--- config.mk ---
export PLATFORM = sky130hd
export DESIGN_NAME = mdpb_regs
export DESIGN_NICKNAME = d
export VERILOG_FILES = /design/src/design/mdpb_pkg.sv /design/src/design/mdpb_regs.sv
export SDC_FILE = /design/constraint.sdc
export NUM_CORES = 1
export LEC_CHECK = 0
export BUFFER_PORTS_ARGS = -buffer_cell sky130_fd_sc_hd__buf_2
export CAP_MARGIN = 20
export CELL_PAD_IN_SITES_DETAIL_PLACEMENT = 0
export CELL_PAD_IN_SITES_GLOBAL_PLACEMENT = 2
export CORE_UTILIZATION = 30
export DETAILED_ROUTE_END_ITERATION = 8
export PLACE_DENSITY_LB_ADDON = 0.1
export SETUP_SLACK_MARGIN = 0.4
export SYNTH_ARGS = -nofsm -noshare
export SYNTH_HDL_FRONTEND = slang
export SYNTH_SLANG_ARGS = --single-unit
--- constraint.sdc ---
create_clock -name clk -period 1.8 [get_ports clk]
set_clock_uncertainty 0.2 [all_clocks]
set_input_delay 0.27 -clock clk [delete_from_list [all_inputs] [get_ports clk]]
set_output_delay 0.27 -clock clk [all_outputs]
set_load 0.01 [all_outputs]
--- src/design/mdpb_pkg.sv ---
package mdpb_pkg;

  // Field widths
  localparam int POS_W     = 24;
  localparam int CNT_W     = 16;
  localparam int PIX_CNT_W = 7;
  localparam int PIX_OUT_W = 6;

  // Scaling arithmetic widths
  localparam int PROD_W = POS_W + PIX_CNT_W;
  localparam int NUM_W  = PROD_W + 2;
  localparam int DEN_W  = POS_W + 1;
  localparam int QUO_W  = PIX_CNT_W;

  // Grid size defaults
  localparam int TOP_PIXELS_MAX_DEF    = 64;
  localparam int BOTTOM_PIXELS_MAX_DEF = 64;

  // Configuration port
  localparam int ADDR_W = 5;
  localparam int DATA_W = 32;

  localparam logic [2:0] REG_TOP_START = 3'd0;
  localparam logic [2:0] REG_TOP_END   = 3'd1;
  localparam logic [2:0] REG_TOP_PIX   = 3'd2;
  localparam logic [2:0] REG_BOT_START = 3'd3;
  localparam logic [2:0] REG_BOT_END   = 3'd4;
  localparam logic [2:0] REG_BOT_PIX   = 3'd5;

  localparam logic [PIX_CNT_W-1:0] PIX_CNT_RESET = 7'd64;

  // Opcodes
  localparam logic [1:0] OP_CLEAR  = 2'd0;
  localparam logic [1:0] OP_INSERT = 2'd1;
  localparam logic [1:0] OP_READ   = 2'd2;

  // Result kinds
  localparam logic KIND_CELL = 1'b0;
  localparam logic KIND_DONE = 1'b1;

  typedef struct packed {
    logic [POS_W-1:0]     top_window_start;
    logic [POS_W-1:0]     top_window_end;
    logic [PIX_CNT_W-1:0] top_pixel_count;
    logic [POS_W-1:0]     bottom_window_start;
    logic [POS_W-1:0]     bottom_window_end;
    logic [PIX_CNT_W-1:0] bottom_pixel_count;
  } cfg_t;

  typedef enum logic [3:0] {
    ST_INIT,
    ST_IDLE,
    ST_CLEAR,
    ST_CHECK,
    ST_T_MUL,
    ST_T_GO,
    ST_T_WAIT,
    ST_B_MUL,
    ST_B_GO,
    ST_B_WAIT,
    ST_CELL_RD,
    ST_CELL_WR,
    ST_SCAN
  } state_t;

  typedef struct packed {
    logic latch;
    logic clr_step;
    logic scan_reset;
    logic mul_load;
    logic div_start;
    logic axis_bot;
    logic take_pix;
    logic mem_rd_cell;
    logic mem_wr_cell;
    logic scan_step;
    logic emit_hit;
    logic emit_done;
  } cmd_t;

  typedef struct packed {
    logic in_window;
    logic clr_last;
    logic div_done;
    logic hit;
    logic scan_end;
  } status_t;

endpackage

--- src/design/mdpb_regs.sv ---
module mdpb_regs (
  input  logic                          clk,
  input  logic                          rst,
  input  logic                          psel,
  input  logic                          penable,
  input  logic                          pwrite,
  input  logic [mdpb_pkg::ADDR_W-1:0]   paddr,
  input  logic [mdpb_pkg::DATA_W-1:0]   pwdata,
  output logic [mdpb_pkg::DATA_W-1:0]   prdata,
  output logic                          pready,
  output mdpb_pkg::cfg_t                cfg
);

  localparam int DW = mdpb_pkg::DATA_W;
  localparam int PW = mdpb_pkg::POS_W;
  localparam int CW = mdpb_pkg::PIX_CNT_W;

  logic       wr_en;
  logic [2:0] reg_idx;

  assign pready  = 1'b1;
  assign wr_en   = psel & penable & pwrite;
  assign reg_idx = paddr[4:2];

  // Write registers on the access beat
  always_ff @(posedge clk) begin
    if (rst) begin
      cfg.top_window_start    <= '0;
      cfg.top_window_end      <= '0;
      cfg.top_pixel_count     <= mdpb_pkg::PIX_CNT_RESET;
      cfg.bottom_window_start <= '0;
      cfg.bottom_window_end   <= '0;
      cfg.bottom_pixel_count  <= mdpb_pkg::PIX_CNT_RESET;
    end else if (wr_en) begin
      unique case (reg_idx)
        mdpb_pkg::REG_TOP_START: cfg.top_window_start    <= pwdata[PW-1:0];
        mdpb_pkg::REG_TOP_END:   cfg.top_window_end      <= pwdata[PW-1:0];
        mdpb_pkg::REG_TOP_PIX:   cfg.top_pixel_count     <= pwdata[CW-1:0];
        mdpb_pkg::REG_BOT_START: cfg.bottom_window_start <= pwdata[PW-1:0];
        mdpb_pkg::REG_BOT_END:   cfg.bottom_window_end   <= pwdata[PW-1:0];
        mdpb_pkg::REG_BOT_PIX:   cfg.bottom_pixel_count  <= pwdata[CW-1:0];
        default: ;
      endcase
    end
  end

  // Read back
  always_comb begin
    unique case (reg_idx)
      mdpb_pkg::REG_TOP_START: prdata = DW'(cfg.top_window_start);
      mdpb_pkg::REG_TOP_END:   prdata = DW'(cfg.top_window_end);
      mdpb_pkg::REG_TOP_PIX:   prdata = DW'(cfg.top_pixel_count);
      mdpb_pkg::REG_BOT_START: prdata = DW'(cfg.bottom_window_start);
      mdpb_pkg::REG_BOT_END:   prdata = DW'(cfg.bottom_window_end);
      mdpb_pkg::REG_BOT_PIX:   prdata = DW'(cfg.bottom_pixel_count);
      default:                 prdata = '0;
    endcase
  end

endmodule

==> run metrics <==
Worst Setup End Kind=output pin; number of synthesized flops with an enable pin=0; I/O pin count=roughly 190; Root Buffer=clkbuf_16; Data arrival, critical path=1.49 ns; RSZ-0062 raised after global routing=yes; top cell type's share of synthesized area=0.4114; initial antenna violation count=2; most area-hungry cell type in the Yosys netlist=dfxtp_1; residual DRC count=0; complex-gate fraction of the synthesized area=0.05587; violated checks=negative setup slack; post-DR vias/cell=approximately 4.7; Synth Area in Simple Gates=0.2038; FMAX=between 0.5 and 0.6 GHz; Site Rows=48; leak pwr=0.003847 uW; met2 usage=0.3084; die area=0.01838 mm2; Worst-path clk slew=0.07 ns; vias in the first global route=between 4000 and 5000; worst hold path startpoint=pwdata[6]; Synth Flop Type=dfxtp_1; I/O Buffers=about 170; CTS tree=done; Fin. Hold Viols=0; DP Area=0.006664 mm2; Die W=approximately 140 um; DRT Pass-1 Iters=4; YS warnings=0; Setup crit start kind=register; Final TNS setup=-0.3353 ns; max FFs per register=between 100 and 150; most common cell in the netlist=nand2b_1; Peak VDD IR=around 0.44 mV; Synth Area in XOR/XNOR=0; synthesized area per cell=between 10 and 15 um2; CP Max Fanout=2; ratio of cells with drive above 1 in the final layout=0.4720; part of the Yosys area used for sequential elements=0.4114; WL final=17120 um; first-pass GRT wire length=around 26000 um; # setup viols final=8; max-slew violation count=0; fin worst setup slack=-0.1633 ns; GP Congestion=around 0.77; Core Region=0.01736 mm2; initial DRC count=185; Cell Area, Synth=0.005353 mm2; DR vias=roughly 4500; FF-to-FF Start=cfg[13]; initial core utilization=0.3084; max_cap viols=0; CP startpoint=cfg[36]; total gr overflow=0; worst skew pair latency=0.35 ns; post-route cell area=between 0.007 and 0.008 mm2; flop2flop setup slack=about 0.90 ns; most used routing layer=met2; fraction of the mapped netlist area in adder cells=0; ANT nets after route=0; H-Tree Depth=3; Top Registers=cfg x110; gr usage total=0.1893; pin count of the biggest net entering global routing=80; global-route met3 utilization=0.03928; Post-synth top cells=132 x nand2b_1, 131 x mux2i_1, 110 x dfxtp_1; WP data required=roughly 1.3 ns; crit share post-route=1.091; count of cell types in the netlist=34; status=finished, violations left; fin nets=752; post-detail-place hpwl=about 12000 um; mux cell area share after synthesis=0.2681; die height=between 100 and 150 um; crit path time final=1.963 ns; P per Cell Area=approximately 660 mW/mm2; Hold Path Class=input port to register; maximum clock path buffer count=2; dpl ws=-0.1324 ns; crit path kind=register to output pin; clock buffer count from CTS=9; Routed WL per cell=18.19 um; Async S/R FF share, synth=0; Synth area leaders=dfxtp_1 41%, mux2i_1 24%, nand2b_1 15%, o211ai_1 2.0%, buf_6 1.9%; Most flops, register=cfg; #FFs+latches synth=110; Cells after Synth=~520; synth-to-layout area growth=40.44%; met1 usage=0.2486; CTS sink cnt=between 100 and 150; main combinational cell family by area after synthesis=multiplexers
==> metal layers <==
metal,vias to the layer above,share of wire,wire (um)
met5,-,0,0
met4,0,0.012,199
met3,13,0.051,873
met2,115,0.49,8364
met1,2176,0.45,7680
li1,2161,-,-
==> worst max-delay path, cell delays in order (launching register included) <==
cell and delay [ns]:
dfxtp_2 0.32, mux4_2 0.47, a22o_1 0.21, buf_2 0.14
==> final cells by class <==
| class | count | area, um2 |
|---|---|---|
| repair buffers | 219 | 1530 |
| well taps | 225 | 281.5 |
| clock buffers | 10 | 239.0 |
| inverters | 1 | 7.507 |
| clock inverters | 5 | 50.05 |
| diodes | 2 | 5.005 |
| fillers | 1716 | 9839 |
| flip-flops and latches | 110 | 2252 |
| multi-input cells | 369 | 3152 |
==> where the power goes <==
group	internal (uW)	leakage (uW)	total, uW	switching [uW]
Combinational	243	0.00279	517	274
Sequential	2450	0.000906	2470	16.0
Clock	1100	0.000148	2010	913
Total	3790	0.00385	5000	1200
==> worst paths after layout <==
kind	end	cells past startpoint
worst max register to register	cfg[13]	3
worst min register to register	cfg[11]	2
worst min-delay path	cfg[6]	3
worst max-delay path	prdata[5]	3
==> metrics by stage <==
| step | power (uW) | hold slack, ns | cells | util |
|---|---|---|---|---|
| floorplan | 2824 | 0.2412 | 529 | - |
| global placement | 2975 | 0.2719 | 909 | 0.3839 |
| detailed placement | 2981 | 0.2775 | 909 | 0.3839 |
| CTS | 5046 | 0.001231 | 939 | 0.4226 |
| global route | 5201 | 0.01445 | 940 | 0.4330 |
| finish | 4998 | 0.01146 | 941 | 0.4331 |
==> cell usage in the layout, fill, tap and decap left out, types with 2 or more instances in the layout <==
cell type	count
nor2_1	3
a2bb2oi_2	3
clkinv_2	4
o2bb2ai_2	2
nand2_2	10
a31o_2	2
nand2b_1	132
nand2_4	8
nor2b_1	2
clkbuf_16	9
buf_12	10
mux2i_1	130
conb_1	9
buf_4	28
a221oi_4	2
diode_2	2
a22oi_2	6
nand3_1	14
a21oi_2	2
dfxtp_1	70
dfxtp_2	40
and2_4	2
o22ai_2	4
mux2_4	6
buf_6	25
buf_2	152
buf_16	2
o211ai_1	14
mux2_2	3
nand2_8	2
==> kinds of logic after synthesis <==
kind of cell | Yosys count
simple gates | 180
compound gates | 39
flops | 110
mux | 141
other cells | 2
buf+inv | 50
==> repair_timing <==
item | CTS | global route
setup buffers | 13 | 0
setup endpoints to repair | 78 | 90
hold buffers | 0 | 0
gates cloned | 2 | 0
pin swaps | 17 | 4
gates resized for setup | 70 | 52
Power figures use the tool's default switching activity.
