[config.mk]
export PLATFORM = sky130hd
export DESIGN_NAME = mdpb_ctrl
export DESIGN_NICKNAME = d
export VERILOG_FILES = /design/src/design/mdpb_pkg.sv /design/src/design/mdpb_ctrl.sv
export SDC_FILE = /design/constraint.sdc
export NUM_CORES = 1
export LEC_CHECK = 0
export BUFFER_PORTS_ARGS = -buffer_cell sky130_fd_sc_hd__buf_2
export CORE_AREA = 2 2 39 41
export CTS_CLUSTER_DIAMETER = 30
export DETAILED_ROUTE_END_ITERATION = 12
export DIE_AREA = 0 0 41 43
export PLACE_DENSITY = 0.68
export SLEW_MARGIN = 5
export SYNTH_ARGS = -nofsm -noshare
export SYNTH_HDL_FRONTEND = slang
export SYNTH_SLANG_ARGS = --single-unit
[constraint.sdc]
create_clock -name clk -period 3.6 [get_ports clk]
set_clock_uncertainty 0.1 [all_clocks]
set_input_delay 0.18 -clock clk [delete_from_list [all_inputs] [get_ports clk]]
set_output_delay 0.18 -clock clk [all_outputs]
set_load 0.02 [all_outputs]
[src/design/mdpb_pkg.sv]
package mdpb_pkg;

  // Field widths
  localparam int POS_W     = 24;
  localparam int CNT_W     = 16;
  localparam int PIX_CNT_W = 7;
  localparam int PIX_OUT_W = 6;

  // Scaling arithmetic widths
  localparam int PROD_W = POS_W + PIX_CNT_W;
  localparam int NUM_W  = PROD_W + 2;
  localparam int DEN_W  = POS_W + 1;
  localparam int QUO_W  = PIX_CNT_W;

  // Grid size defaults
  localparam int TOP_PIXELS_MAX_DEF    = 64;
  localparam int BOTTOM_PIXELS_MAX_DEF = 64;

  // Configuration port
  localparam int ADDR_W = 5;
  localparam int DATA_W = 32;

  localparam logic [2:0] REG_TOP_START = 3'd0;
  localparam logic [2:0] REG_TOP_END   = 3'd1;
  localparam logic [2:0] REG_TOP_PIX   = 3'd2;
  localparam logic [2:0] REG_BOT_START = 3'd3;
  localparam logic [2:0] REG_BOT_END   = 3'd4;
  localparam logic [2:0] REG_BOT_PIX   = 3'd5;

  localparam logic [PIX_CNT_W-1:0] PIX_CNT_RESET = 7'd64;

  // Opcodes
  localparam logic [1:0] OP_CLEAR  = 2'd0;
  localparam logic [1:0] OP_INSERT = 2'd1;
  localparam logic [1:0] OP_READ   = 2'd2;

  // Result kinds
  localparam logic KIND_CELL = 1'b0;
  localparam logic KIND_DONE = 1'b1;

  typedef struct packed {
    logic [POS_W-1:0]     top_window_start;
    logic [POS_W-1:0]     top_window_end;
    logic [PIX_CNT_W-1:0] top_pixel_count;
    logic [POS_W-1:0]     bottom_window_start;
    logic [POS_W-1:0]     bottom_window_end;
    logic [PIX_CNT_W-1:0] bottom_pixel_count;
  } cfg_t;

  typedef enum logic [3:0] {
    ST_INIT,
    ST_IDLE,
    ST_CLEAR,
    ST_CHECK,
    ST_T_MUL,
    ST_T_GO,
    ST_T_WAIT,
    ST_B_MUL,
    ST_B_GO,
    ST_B_WAIT,
    ST_CELL_RD,
    ST_CELL_WR,
    ST_SCAN
  } state_t;

  typedef struct packed {
    logic latch;
    logic clr_step;
    logic scan_reset;
    logic mul_load;
    logic div_start;
    logic axis_bot;
    logic take_pix;
    logic mem_rd_cell;
    logic mem_wr_cell;
    logic scan_step;
    logic emit_hit;
    logic emit_done;
  } cmd_t;

  typedef struct packed {
    logic in_window;
    logic clr_last;
    logic div_done;
    logic hit;
    logic scan_end;
  } status_t;

endpackage

[src/design/mdpb_ctrl.sv]
module mdpb_ctrl (
  input  logic               clk,
  input  logic               rst,
  input  logic               start,
  input  logic [1:0]         opcode,
  input  mdpb_pkg::status_t  status,
  output mdpb_pkg::cmd_t     cmd,
  output logic               busy
);

  mdpb_pkg::state_t state;
  mdpb_pkg::state_t state_next;

  always_ff @(posedge clk) begin
    if (rst) begin
      state <= mdpb_pkg::ST_INIT;
    end else begin
      state <= state_next;
    end
  end

  // Next state
  always_comb begin
    state_next = state;
    unique case (state)
      mdpb_pkg::ST_INIT: begin
        if (status.clr_last) state_next = mdpb_pkg::ST_IDLE;
      end
      mdpb_pkg::ST_IDLE: begin
        if (start) begin
          unique case (opcode)
            mdpb_pkg::OP_CLEAR:  state_next = mdpb_pkg::ST_CLEAR;
            mdpb_pkg::OP_INSERT: state_next = mdpb_pkg::ST_CHECK;
            mdpb_pkg::OP_READ:   state_next = mdpb_pkg::ST_SCAN;
            default:             state_next = mdpb_pkg::ST_IDLE;
          endcase
        end
      end
      mdpb_pkg::ST_CLEAR: begin
        if (status.clr_last) state_next = mdpb_pkg::ST_IDLE;
      end
      mdpb_pkg::ST_CHECK: begin
        state_next = status.in_window ? mdpb_pkg::ST_T_MUL : mdpb_pkg::ST_IDLE;
      end
      mdpb_pkg::ST_T_MUL: state_next = mdpb_pkg::ST_T_GO;
      mdpb_pkg::ST_T_GO:  state_next = mdpb_pkg::ST_T_WAIT;
      mdpb_pkg::ST_T_WAIT: begin
        if (status.div_done) state_next = mdpb_pkg::ST_B_MUL;
      end
      mdpb_pkg::ST_B_MUL: state_next = mdpb_pkg::ST_B_GO;
      mdpb_pkg::ST_B_GO:  state_next = mdpb_pkg::ST_B_WAIT;
      mdpb_pkg::ST_B_WAIT: begin
        if (status.div_done) state_next = mdpb_pkg::ST_CELL_RD;
      end
      mdpb_pkg::ST_CELL_RD: state_next = mdpb_pkg::ST_CELL_WR;
      mdpb_pkg::ST_CELL_WR: state_next = mdpb_pkg::ST_IDLE;
      mdpb_pkg::ST_SCAN: begin
        if (status.hit || status.scan_end) state_next = mdpb_pkg::ST_IDLE;
      end
      default: state_next = mdpb_pkg::ST_IDLE;
    endcase
  end

  // Commands to the datapath
  always_comb begin
    cmd         = '0;
    busy        = 1'b1;
    unique case (state)
      mdpb_pkg::ST_INIT: begin
        cmd.clr_step = 1'b1;
      end
      mdpb_pkg::ST_IDLE: begin
        busy           = 1'b0;
        cmd.latch      = start;
        cmd.scan_reset = start && (opcode == mdpb_pkg::OP_CLEAR);
      end
      mdpb_pkg::ST_CLEAR: begin
        cmd.clr_step = 1'b1;
      end
      mdpb_pkg::ST_CHECK: ;
      mdpb_pkg::ST_T_MUL: begin
        cmd.mul_load = 1'b1;
      end
      mdpb_pkg::ST_T_GO: begin
        cmd.div_start = 1'b1;
      end
      mdpb_pkg::ST_T_WAIT: begin
        cmd.take_pix = status.div_done;
      end
      mdpb_pkg::ST_B_MUL: begin
        cmd.axis_bot = 1'b1;
        cmd.mul_load = 1'b1;
      end
      mdpb_pkg::ST_B_GO: begin
        cmd.axis_bot  = 1'b1;
        cmd.div_start = 1'b1;
      end
      mdpb_pkg::ST_B_WAIT: begin
        cmd.axis_bot = 1'b1;
        cmd.take_pix = status.div_done;
      end
      mdpb_pkg::ST_CELL_RD: begin
        cmd.mem_rd_cell = 1'b1;
      end
      mdpb_pkg::ST_CELL_WR: begin
        cmd.mem_wr_cell = 1'b1;
      end
      mdpb_pkg::ST_SCAN: begin
        cmd.scan_step = 1'b1;
        cmd.emit_hit  = status.hit;
        cmd.emit_done = !status.hit && status.scan_end;
      end
      default: ;
    endcase
  end

  // A cell update always writes back what it read in the cycle before
  a_wr_after_rd: assert property (@(posedge clk) disable iff (rst)
    cmd.mem_wr_cell |-> $past(cmd.mem_rd_cell))
    else $error("cell write without preceding cell read");

endmodule

==> results.tsv <==
metric	value	unit
origin of the worst min-delay path	rst	
# IOs	23	
CTS clk-pin slew, worst paths	40	ps
Commonest cells post-synth	nor2_1, inv_1, a21oi_1, dfxtp_1, nand2_1	
via/cell ratio	5.53	
largest registers	state: 4 flops	
FILL cells	141	
CP endpoint kind	output port	
PwrDens	316	nW/um^2
total CTS buffers	3	
RSZ-0062 raised after global routing	no	
Worst VDD drop	0.000199	V
Slowest cell on crit path	dfxtp_1	
Final min period	2010	ps
Post-Route WL	1.29	mm
Reg area	80.1	um^2
Max-cap violations	0	
Syn Inst Count	66	
GPL Wtd Cong	0.776	
post-CTS sizing	0	
Clock Latency Late Sink	230	ps
final routed DRC violation total	0	
Async S/R FF share, synth	0	
synthesized area per cell	7.58	um^2
Final #Nets	98	
WP data arrival	1730	ps
largest register by flop count	state	
Least-Margin Pin Slew	562	ps
worst r2r src	state[3]	
FF-to-FF End	state[1]	
Worst Hold Class	primary input to register	
Buffers on Ports	22	
flip-flop count of the largest register after layout	4	
pins over their slew limit	0	
P&R area growth vs syn	24.5	%
layout cell share with drive strength beyond 1	0.349	
WP buf/inv	2	
count leader, synth	nor2_1	
Seq/Total Area, Yosys	0.160	
DP HPWL	935	um
WP depth	5	
worst-path cell chain	inv_1 -> nor2_1 -> and3_1 -> nor3b_1 -> buf_2	
Post-synth top flop	dfxtp_1	
worst slack, placed	1790	ps
top post-synthesis cells by area	dfxtp_1, nor2_1, nand4bb_4, nor3b_1, a21oi_1	
die area	1760	um^2
CTS tree	built	
hold endpoint	state[2]	
syn nets	76	
r2r setup slk	1770	ps
starting density of the core	0.362	
top cell type's share of synthesized area	0.160	
initial antenna violation count	0	
# rows	14	
Worst Path Required	3320	ps
EDFF count, synth	0	
H-tree levels	1	
r2r worst-path depth	4	
GRT overflow	0	
die width	41	um
Netlist cell types	38	
static leakage	0.000302	uW
area of the multi-input gates	372	um^2
CTS Buffer Depth	2	
Tcrit/Tclk final	0.559	
largest net degree at the start of global routing	20	
Critical Path Source Type	register	
CORE AREA	1380	um^2
hold depth	2	
WL/cell	12.6	um
Max Freq	497	MHz
# Post-CTS Setup Buffers	0	
Setup WS post-layout	1590	ps
Mapped Area	500	um^2
Num Clock Sinks	4	
Setup Crit Path Kind	register to output port	
final hold violation count	0	
Yosys warnings	0	
top cell type by total area after synthesis	dfxtp_1	
critical-path maximum fanout	19	
Slew HR	0.625	
DR pass1 iterations	4	
die height	43	um
Starting DRT DRC Count	17	
status	finished clean	
all-layer global routing usage	0.171	
via count of the first global-routing pass	506	
Final setup viols	0	
first-pass GRT wire length	2.10	mm
FF+latch count, synth	4	
hold_buf cts	0	
TNS Setup	0	ps
DR vias	564	
Ant. Diodes	0	
post-route ant nets	0	
Crit path largest cell delay	660	ps
CTS Root Cell	clkbuf_4	
delay-heaviest family, CP	flip-flops	
==> worst max path at each step <==
stage                  start        to  slack, ps
finish              state[0]    cmd[9]       1590
global route        state[0]    cmd[9]       1380
CTS                 state[0]    cmd[9]       1580
detailed placement  state[3]  state[1]       1790
global placement    state[3]  state[1]       1820
floorplan           state[2]    cmd[9]       1820
==> layout make-up <==
type | count | share of cell area
Sequential cell | 4 | 0.129
Inverter | 5 | 0.0301
Multi-Input combinational cell | 52 | 0.596
Tap cell | 16 | 0.0321
Clock buffer | 3 | 0.0361
Timing Repair Buffer | 22 | 0.177
==> placed cells by master, fill, tap and decap left out, types with 2 or more instances in the layout <==
cell	n
a21oi_1	4
buf_2	22
clkbuf_4	3
dfxtp_1	4
inv_1	5
nand2_1	4
nor2_1	9
nor3_1	3
nor3b_1	3
o21a_1	2
==> cell families (layout without fill, tap and decap cells) <==
group | after synthesis | count (layout) | share of synthesized area
simple gates | 31 | 31 | 0.422
buf+inv | 10 | 30 | 0.0975
flops | 4 | 4 | 0.160
mux | 2 | 2 | 0.0425
compound gates | 19 | 19 | 0.278
==> routing by layer <==
metal,track usage,wire length (um),vias to the layer above
li1,-,-,284
met1,0.226,582,260
met2,0.241,634,20
met3,0.0524,72,0
met4,0.0867,0,0
met5,0,0,-
==> through the flow <==
step            util  area (um^2)  std cells  hold slack, ps  power, uW
6_report       0.450          623        102            54.0        197
4_1_cts        0.450          623        102            45.6        200
5_1_grt        0.450          623        102            55.8        215
2_1_floorplan      -          500         66             149        124
3_3_place_gp   0.434          601         99             291        141
3_5_place_dp   0.434          601         99             292        143
==> power breakdown <==
part,switching (uW),internal (uW)
sequential,18.6,48.9
combinational,39.7,35.5
clock,17.1,37.2
total,75.4,122
Power figures use the tool's default switching activity.
